File: config.mk
export PLATFORM = sky130hd
export DESIGN_NAME = nearest_target_bearing_top
export DESIGN_NICKNAME = d
export VERILOG_FILES = /design/src/rtl/ntb_pkg.sv /design/src/rtl/nearest_target_bearing_top.sv /design/src/rtl/ntb_ctrl.sv /design/src/rtl/ntb_datapath.sv
export SDC_FILE = /design/constraint.sdc
export NUM_CORES = 2
export LEC_CHECK = 0
export ABC_CLOCK_PERIOD_IN_PS = 15750
export CELL_PAD_IN_SITES_DETAIL_PLACEMENT = 0
export CELL_PAD_IN_SITES_GLOBAL_PLACEMENT = 1
export CORE_ASPECT_RATIO = 2
export CORE_MARGIN = 10
export CORE_UTILIZATION = 35
export CTS_CLUSTER_SIZE = 14
export DETAILED_ROUTE_END_ITERATION = 6
export DONT_BUFFER_PORTS = 1
export GPL_TIMING_DRIVEN = 0
export MAX_ROUTING_LAYER = met4
export PLACE_DENSITY_LB_ADDON = 0.1
export SLEW_MARGIN = 0
export SYNTH_ARGS = -nofsm -noshare
export SYNTH_HDL_FRONTEND = slang
export SYNTH_SLANG_ARGS = --single-unit
File: constraint.sdc
create_clock -name clk -period 15.75 [get_ports clk]
set_clock_uncertainty 0.05 [all_clocks]
set_input_delay 2.3625 -clock clk [delete_from_list [all_inputs] [get_ports clk]]
set_output_delay 2.3625 -clock clk [all_outputs]
set_load 0.05 [all_outputs]
File: src/rtl/ntb_pkg.sv
// ----------------------------------------------------------------------------
// ntb_pkg
// Shared types and constants of the nearest target bearing block: angle
// formats, the CORDIC arctangent table and the controller/datapath links.
// ----------------------------------------------------------------------------
package ntb_pkg;

	localparam int DIST_W    = 49;
	localparam int ANG_W     = 20;
	localparam int TAB_LEN   = 24;
	localparam int TAB_IDX_W = 5;

	localparam logic [DIST_W-1:0] DIST_MAX = {DIST_W{1'b1}};

	// Q16 radians
	localparam logic signed [ANG_W-1:0] ANG_PI      = 20'sd205887;
	localparam logic signed [ANG_W-1:0] ANG_HALF_PI = 20'sd102944;

	// round(atan(2^-i) * 2^16)
	localparam logic signed [ANG_W-1:0] ATAN_TAB [TAB_LEN] = '{
		20'sd51472, 20'sd30386, 20'sd16055, 20'sd8150,
		20'sd4091,  20'sd2047,  20'sd1024,  20'sd512,
		20'sd256,   20'sd128,   20'sd64,    20'sd32,
		20'sd16,    20'sd8,     20'sd4,     20'sd2,
		20'sd1,     20'sd0,     20'sd0,     20'sd0,
		20'sd0,     20'sd0,     20'sd0,     20'sd0
	};

	typedef struct packed {
		logic capture;      // latch offsets of the accepted beat
		logic sq_x;         // square dx
		logic sq_y;         // square dy
		logic compare;      // distance compare, best update, CORDIC init
		logic cordic_step;  // one CORDIC rotation
		logic emit;         // load result, close the scan
	} ntb_cmd_t;

	typedef struct packed {
		logic live;
		logic last;
		logic better;
		logic dx_zero;
		logic step_last;
	} ntb_stat_t;

endpackage

File: src/rtl/nearest_target_bearing_top.sv
// ----------------------------------------------------------------------------
// nearest_target_bearing_top
// Nearest live candidate of a scan and its bearing by CORDIC, one result per
// scan at the beat that carries last_entry.
// ----------------------------------------------------------------------------
// Timing: one beat at a time; a skipped beat goes through capture and the finish
//   state only, a live beat also through squaring and compare, and through the
//   iterative CORDIC rotation when it becomes the new best off the vertical axis.
// Output: out_valid rises once the closing beat reaches the finish state, later
//   while an unread result holds the output register.
// Reset (arst_n low): sequencer idle, no result pending, scan empty, held
//   bearing 0.
// ----------------------------------------------------------------------------
module nearest_target_bearing_top #(
	parameter int COORD_WIDTH  = 24,
	parameter int CORDIC_STEPS = 16
) (
	input  logic                            clk,
	input  logic                            arst_n,
	input  logic                            in_valid,
	output logic                            in_ready,
	input  logic signed [COORD_WIDTH-1:0]   own_x,
	input  logic signed [COORD_WIDTH-1:0]   own_y,
	input  logic signed [COORD_WIDTH-1:0]   target_x,
	input  logic signed [COORD_WIDTH-1:0]   target_y,
	input  logic                            target_live,
	input  logic                            last_entry,
	output logic                            out_valid,
	input  logic                            out_ready,
	output logic signed [ntb_pkg::ANG_W-1:0] bearing,
	output logic                            target_found
);

	ntb_pkg::ntb_cmd_t  cmd;
	ntb_pkg::ntb_stat_t stat;

	ntb_ctrl u_ctrl (
		.clk       (clk),
		.arst_n    (arst_n),
		.in_valid  (in_valid),
		.in_ready  (in_ready),
		.out_valid (out_valid),
		.out_ready (out_ready),
		.stat      (stat),
		.cmd       (cmd)
	);

	ntb_datapath #(
		.COORD_WIDTH  (COORD_WIDTH),
		.CORDIC_STEPS (CORDIC_STEPS)
	) u_datapath (
		.clk          (clk),
		.arst_n       (arst_n),
		.own_x        (own_x),
		.own_y        (own_y),
		.target_x     (target_x),
		.target_y     (target_y),
		.target_live  (target_live),
		.last_entry   (last_entry),
		.cmd          (cmd),
		.stat         (stat),
		.bearing      (bearing),
		.target_found (target_found)
	);

endmodule

File: src/rtl/ntb_ctrl.sv
// ----------------------------------------------------------------------------
// ntb_ctrl
// Sequencer: accepts one beat, walks the datapath through squaring, compare
// and CORDIC, and hands the scan result to the output register.
// ----------------------------------------------------------------------------
module ntb_ctrl (
	input  logic              clk,
	input  logic              arst_n,
	input  logic              in_valid,
	output logic              in_ready,
	output logic              out_valid,
	input  logic              out_ready,
	input  ntb_pkg::ntb_stat_t stat,
	output ntb_pkg::ntb_cmd_t  cmd
);

	typedef enum logic [5:0] {
		ST_IDLE = 6'b000001,
		ST_SQX  = 6'b000010,
		ST_SQY  = 6'b000100,
		ST_CMP  = 6'b001000,
		ST_CORD = 6'b010000,
		ST_FIN  = 6'b100000
	} state_t;

	state_t state_q, state_d;
	logic   out_valid_q;
	logic   slot_free;

	assign slot_free = !out_valid_q || out_ready;
	assign in_ready  = (state_q == ST_IDLE);
	assign out_valid = out_valid_q;

	always_comb begin
		state_d = state_q;
		cmd     = '0;
		unique case (state_q)
			ST_IDLE: begin
				if (in_valid) begin
					cmd.capture = 1'b1;
					state_d     = ST_SQX;
				end
			end
			ST_SQX: begin
				if (stat.live) begin
					cmd.sq_x = 1'b1;
					state_d  = ST_SQY;
				end else begin
					state_d = ST_FIN;
				end
			end
			ST_SQY: begin
				cmd.sq_y = 1'b1;
				state_d  = ST_CMP;
			end
			ST_CMP: begin
				cmd.compare = 1'b1;
				state_d     = (stat.better && !stat.dx_zero) ? ST_CORD : ST_FIN;
			end
			ST_CORD: begin
				cmd.cordic_step = 1'b1;
				if (stat.step_last) state_d = ST_FIN;
			end
			ST_FIN: begin
				if (!stat.last) begin
					state_d = ST_IDLE;
				end else if (slot_free) begin
					cmd.emit = 1'b1;
					state_d  = ST_IDLE;
				end
			end
			default: state_d = ST_IDLE;
		endcase
	end

	always_ff @(posedge clk or negedge arst_n) begin
		if (!arst_n) begin
			state_q     <= ST_IDLE;
			out_valid_q <= 1'b0;
		end else begin
			state_q <= state_d;
			if (cmd.emit) out_valid_q <= 1'b1;
			else if (out_ready) out_valid_q <= 1'b0;
		end
	end

	a_busy_after_accept: assert property (@(posedge clk) disable iff (!arst_n)
		in_valid && in_ready |=> !in_ready)
		else $error("ntb_ctrl: new beat taken while busy");

	a_emit_on_last: assert property (@(posedge clk) disable iff (!arst_n)
		cmd.emit |-> stat.last && slot_free)
		else $error("ntb_ctrl: result emitted on non-last beat or full slot");

	a_cordic_exit: assert property (@(posedge clk) disable iff (!arst_n)
		cmd.cordic_step && stat.step_last |=> state_q == ST_FIN)
		else $error("ntb_ctrl: CORDIC did not finish after last step");

endmodule

File: src/rtl/ntb_datapath.sv
// ----------------------------------------------------------------------------
// ntb_datapath
// Offsets, shared squaring multiplier, saturating distance compare, the
// best-candidate registers, an iterative CORDIC and the result register.
// ----------------------------------------------------------------------------
module ntb_datapath #(
	parameter int COORD_WIDTH  = 24,
	parameter int CORDIC_STEPS = 16
) (
	input  logic                            clk,
	input  logic                            arst_n,
	input  logic signed [COORD_WIDTH-1:0]   own_x,
	input  logic signed [COORD_WIDTH-1:0]   own_y,
	input  logic signed [COORD_WIDTH-1:0]   target_x,
	input  logic signed [COORD_WIDTH-1:0]   target_y,
	input  logic                            target_live,
	input  logic                            last_entry,
	input  ntb_pkg::ntb_cmd_t               cmd,
	output ntb_pkg::ntb_stat_t              stat,
	output logic signed [ntb_pkg::ANG_W-1:0] bearing,
	output logic                            target_found
);

	localparam int DW     = COORD_WIDTH + 1;
	localparam int MAG_W  = COORD_WIDTH + 1;
	localparam int PROD_W = 2 * MAG_W;
	localparam int SQ_W   = (PROD_W > ntb_pkg::DIST_W) ? PROD_W : ntb_pkg::DIST_W + 1;
	localparam int XW     = COORD_WIDTH + 3;
	localparam int STEP_W = (CORDIC_STEPS > 1) ? $clog2(CORDIC_STEPS) : 1;
	localparam int DW_SUM = ntb_pkg::DIST_W + 1;

	logic signed [DW-1:0] dx_in, dy_in, dx_q, dy_q;
	logic                 live_q, last_q;

	logic signed [DW-1:0]          mag_sel;
	logic [MAG_W-1:0]              mag;
	logic [PROD_W-1:0]             prod;
	logic [SQ_W-1:0]               prod_ext;
	logic [ntb_pkg::DIST_W-1:0]    sq_sat;
	logic [ntb_pkg::DIST_W-1:0]    sqx_q, sqy_q;
	logic [DW_SUM-1:0]             dist_sum;
	logic [ntb_pkg::DIST_W-1:0]    dist_val;
	logic [ntb_pkg::DIST_W-1:0]    best_dist_q;
	logic                          have_best_q;
	logic signed [ntb_pkg::ANG_W-1:0] best_bearing_q, held_bearing_q;
	logic signed [ntb_pkg::ANG_W-1:0] special_ang;
	logic                          better;

	logic signed [XW-1:0]             x_q, y_q, xs, ys, x_next, y_next;
	logic signed [ntb_pkg::ANG_W-1:0] z_q, z_next, z_clamp, atan_val, base_ang;
	logic                             neg_q;
	logic [STEP_W-1:0]                step_q;
	logic [ntb_pkg::TAB_IDX_W-1:0]    tab_idx;

	assign dx_in = {target_x[COORD_WIDTH-1], target_x} - {own_x[COORD_WIDTH-1], own_x};
	assign dy_in = {target_y[COORD_WIDTH-1], target_y} - {own_y[COORD_WIDTH-1], own_y};

	// one multiplier, dx in one cycle and dy in the next
	assign mag_sel  = cmd.sq_x ? dx_q : dy_q;
	assign mag      = mag_sel[DW-1] ? $unsigned(~mag_sel + 1'b1) : $unsigned(mag_sel);
	assign prod     = mag * mag;
	assign prod_ext = SQ_W'(prod);
	assign sq_sat   = (prod_ext > SQ_W'(ntb_pkg::DIST_MAX)) ? ntb_pkg::DIST_MAX
	                                                         : prod_ext[ntb_pkg::DIST_W-1:0];

	assign dist_sum = {1'b0, sqx_q} + {1'b0, sqy_q};
	assign dist_val = dist_sum[ntb_pkg::DIST_W] ? ntb_pkg::DIST_MAX
	                                            : dist_sum[ntb_pkg::DIST_W-1:0];
	assign better   = !have_best_q || (dist_val < best_dist_q);

	always_comb begin
		if (dy_q > 0)      special_ang = ntb_pkg::ANG_HALF_PI;
		else if (dy_q < 0) special_ang = -ntb_pkg::ANG_HALF_PI;
		else               special_ang = '0;
	end

	// CORDIC vectoring, floor shifts
	assign tab_idx  = ntb_pkg::TAB_IDX_W'(step_q);
	assign atan_val = ntb_pkg::ATAN_TAB[tab_idx];
	assign xs       = x_q >>> step_q;
	assign ys       = y_q >>> step_q;

	always_comb begin
		if (!y_q[XW-1]) begin
			x_next = x_q + ys;
			y_next = y_q - xs;
			z_next = z_q + atan_val;
		end else begin
			x_next = x_q - ys;
			y_next = y_q + xs;
			z_next = z_q - atan_val;
		end
		if (z_next > ntb_pkg::ANG_HALF_PI)       z_clamp = ntb_pkg::ANG_HALF_PI;
		else if (z_next < -ntb_pkg::ANG_HALF_PI) z_clamp = -ntb_pkg::ANG_HALF_PI;
		else                                     z_clamp = z_next;
	end

	assign base_ang = neg_q ? ntb_pkg::ANG_PI : '0;

	assign stat.live      = live_q;
	assign stat.last      = last_q;
	assign stat.better    = better;
	assign stat.dx_zero   = (dx_q == '0);
	assign stat.step_last = (step_q == STEP_W'(CORDIC_STEPS - 1));

	// payload registers
	always_ff @(posedge clk) begin
		if (cmd.capture) begin
			dx_q   <= dx_in;
			dy_q   <= dy_in;
			live_q <= target_live;
			last_q <= last_entry;
		end
		if (cmd.sq_x) sqx_q <= sq_sat;
		if (cmd.sq_y) sqy_q <= sq_sat;
		if (cmd.compare) begin
			if (dx_q[DW-1]) begin
				x_q <= -XW'(dx_q);
				y_q <= -XW'(dy_q);
			end else begin
				x_q <= XW'(dx_q);
				y_q <= XW'(dy_q);
			end
			neg_q <= dx_q[DW-1];
			z_q   <= '0;
		end else if (cmd.cordic_step) begin
			x_q <= x_next;
			y_q <= y_next;
			z_q <= z_next;
		end
		if (cmd.compare && better) begin
			best_dist_q <= dist_val;
			if (dx_q == '0) best_bearing_q <= special_ang;
		end else if (cmd.cordic_step && stat.step_last) begin
			best_bearing_q <= base_ang + z_clamp;
		end else if (cmd.emit) begin
			best_dist_q <= '0;
		end
		if (cmd.emit) begin
			bearing      <= have_best_q ? best_bearing_q : held_bearing_q;
			target_found <= have_best_q;
		end
	end

	// scan control state
	always_ff @(posedge clk or negedge arst_n) begin
		if (!arst_n) begin
			have_best_q    <= 1'b0;
			held_bearing_q <= '0;
			step_q         <= '0;
		end else begin
			if (cmd.emit) begin
				have_best_q <= 1'b0;
				if (have_best_q) held_bearing_q <= best_bearing_q;
			end else if (cmd.compare && better) begin
				have_best_q <= 1'b1;
			end
			if (cmd.compare) step_q <= '0;
			else if (cmd.cordic_step) step_q <= step_q + 1'b1;
		end
	end

	a_emit_clears_scan: assert property (@(posedge clk) disable iff (!arst_n)
		cmd.emit |=> !have_best_q && target_found == $past(have_best_q))
		else $error("ntb_datapath: scan state not closed on emit");

	a_hold_tracks_found: assert property (@(posedge clk) disable iff (!arst_n)
		cmd.emit && have_best_q |=> held_bearing_q == bearing)
		else $error("ntb_datapath: held bearing differs from emitted bearing");

endmodule
==> metrics.txt <==
outcome=completed; initial core utilization=35.2%; remaining antenna violation count=0; largest net degree at the start of global routing=43; startpoint type of the worst setup path=register; placed insts=6658; # port buffers=0; WS Path Type=register to register; Clock Tree Root=clkbuf_16; FF-to-FF Start=u_ctrl.state_q[3]; Critical Path Source=u_ctrl.state_q[3]; Core Area=0.130 mm^2; most used cell, CP=fa_1; synth warn=0; Highest Clock Rate=66.4 MHz; final wirelength=171000 um; worst endpoint required time=15.90 ns; # IOs=125; multi-input logic area=0.0320 mm^2; cts bufs inserted=36; Period Utilization, post-route=95.6%; via count=35.5k; GRT Resource Usage Total=24.0%; reg2reg end=u_datapath.sqy_q[2]; clock latency on the worst-skew pair=0.61 ns; Worst-Margin Slew=1.41 ns; post-DR vias/cell=5.28; Synth Register Bits=347; Layout Nets=6000; Critical Path End Type=register; # rows=187; Mapped Avg Cell Area=9.28 um^2; CTS tree=done; Hold Vio Cnt, Final=0; antenna violations before repair=4; largest cells by area after synthesis=fa_1 21%, edfxtp_1 19%, ha_1 11%; DR DRC count=0; Area Overhead vs Synth=8.09%; clk slew on worst S/H paths=0.07 ns; number of enable flip-flop cells after synthesis=295; top cell type's share of synthesized area=21.2%; post-CTS setup buffer count=0; 1st-iter DRT viols=1602; ratio of cells with drive above 1 in the final layout=4.96%; Clock Tree Buf Depth=3; Async SR Flop Fraction=9.22%; cells on worst reg2reg path=41; Slew Limit Fails=0; Crit-path slowest cell=fa_1; Die X-Extent=276 um; clock sink count=347; crit path to=u_datapath.sqy_q[2]; Post-CTS Hold Fix Bufs=0; drt pass-1 iters=5; Post-DP Area=0.0482 mm^2; Post-DP HPWL=146000 um; R2R setup slack=0.69 ns; CTS H-tree lvls=2; FILL cells=13.4k; endpoints failing setup=0; RSZ-0062 raised after global routing=false; grt total ovfl=0; most common cell after layout, fill and taps aside=inv_1; synthesized area=0.0457 mm^2; final non-filler cell total=6727; max incr delay on CP=0.75 ns; Post-Synthesis Cells=4925; first-pass GRT wire length=249000 um; post-synthesis cell type count=94; HP Class=register to register; sequential share of the synthesized area=22.0%; Seq. cell area=0.0101 mm^2; GPL Wtd Cong=0.967; WL/cell=25.5 um; die area=0.146 mm^2; min cycle time layout=15.06 ns; post-route cell area=0.0494 mm^2; most frequent cells in the layout=829 x inv_1, 484 x fa_1, 445 x nand2_1; chip height=531 um; worst hold slack=0.420 ns; CP Max Fanout=28; Arrival @ worst endpoint=15.22 ns; Max-cap violations=0; largest area contributor in the netlist=fa_1; vias in the first global route=38.8k; Relative slew margins=5.52%; Synth Flop Type=edfxtp_1
[synth_stat cells, drive strengths merged (9+ instances only)]
cell,count
a211oi,29
a21boi,17
a21o,98
a21oi,280
a221oi,9
a22o,10
a31oi,30
a41oi,13
and2,68
and3,27
buf,42
clkbuf,117
dfrtp,31
dfxtp,20
edfxtp,295
fa,484
ha,419
inv,833
mux2,60
mux2i,61
mux4,50
nand2,445
nand2b,65
nand3,58
nand4,22
nor2,359
nor2b,56
nor3,70
nor3b,9
nor4,18
o211ai,15
o21a,35
o21ai,226
o21bai,22
o22ai,9
o31ai,32
o41ai,11
or2,19
or3,30
xnor2,183
xor2,135
[per-layer routing]
metal  vias up  wire [um]  track usage, %
met3       388       4130            1.94
met4         0      14900            17.6
met5         -          0               -
li1      16600          -               -
met1     17800      51800            19.9
met2       750     101000            47.9
[flip-flops by register name, indices dropped and copies added, names as in the netlist]
register / cells
u_datapath.last_q: 1
u_datapath.step_q: 4
u_datapath.held_bearing_q: 20
u_datapath.y_q: 27
u_datapath.best_dist_q: 49
u_datapath.have_best_q: 1
u_datapath.dy_q: 25
u_datapath.neg_q: 1
u_ctrl.state_q: 6
u_datapath.sqy_q: 49
u_datapath.z_q: 20
u_datapath.x_q: 27
u_datapath.live_q: 1
u_datapath.dx_q: 25
u_ctrl.out_valid: 1
u_datapath.target_found: 1
u_datapath.sqx_q: 49
u_datapath.best_bearing_q: 20
u_datapath.bearing: 20
[through the flow]
step | setup TNS, ns | utilization [%] | setup WS, ns
after floorplan | 0 | - | 3.27
after global placement | -482.81 | 36.9 | -5.18
after detailed placement | -110.53 | 37.1 | -1.37
after CTS | 0 | 38.0 | 0.0738
after global routing | 0 | 38.1 | 0.144
final | 0 | 38.1 | 0.687
[final cells by class]
class | instances | share of cell area, %
clock buffers | 39 | 1.85
clock inverters | 26 | 0.448
plain buffers | 159 | 1.37
inverters | 841 | 6.39
repair buffers | 15 | 0.476
flip-flops and latches | 347 | 20.4
diodes | 4 | 0.0203
well taps | 1701 | 4.31
multi-input cells | 3595 | 64.8
[worst max-delay path: cells and delay by family, from the launching register on]
family,cells,cell delay (ns)
flip-flops,1,0.43
buffers and inverters,11,3.23
AND/OR/NAND/NOR,9,2.33
XOR/XNOR,2,0.67
adder cells (fa/ha/maj),9,4.60
AO/OA/AOI/OAI,10,3.30
[what timing repair did]
action	4_1_cts	5_1_grt
endpoints found under the setup margin	98	98
hold endpoints to repair	0	0
resized for setup	10	5
[cell families (layout without fill, tap and decap cells)]
family          Yosys count  in the layout  share of synthesized area [%]
compound gates          906            906                           12.4
mux                     171            171                           5.48
fa+ha+maj               903            903                           32.7
flops                   347            347                           22.0
buf+inv                1000           1080                           8.36
other cells               2             23                         0.0164
xor+xnor                318            318                           6.09
simple gates           1278           1278                           13.0
[how the worst min path moves through the flow]
stage                             from  depth (start not counted)            endpoint  slack [ns]
floorplan           u_datapath.z_q[10]                          2  u_datapath.z_q[10]        0.38
global placement    u_datapath.z_q[10]                          2  u_datapath.z_q[10]        0.39
global route         u_datapath.z_q[0]                          2   u_datapath.z_q[0]        0.46
CTS                  u_datapath.z_q[2]                          2   u_datapath.z_q[2]        0.42
detailed placement  u_datapath.z_q[11]                          2  u_datapath.z_q[11]        0.40
finish               u_datapath.z_q[2]                          2   u_datapath.z_q[2]        0.42
Power is not shown: default switching activity piles up to over one toggle a cycle in this logic, so the estimate is an artifact.
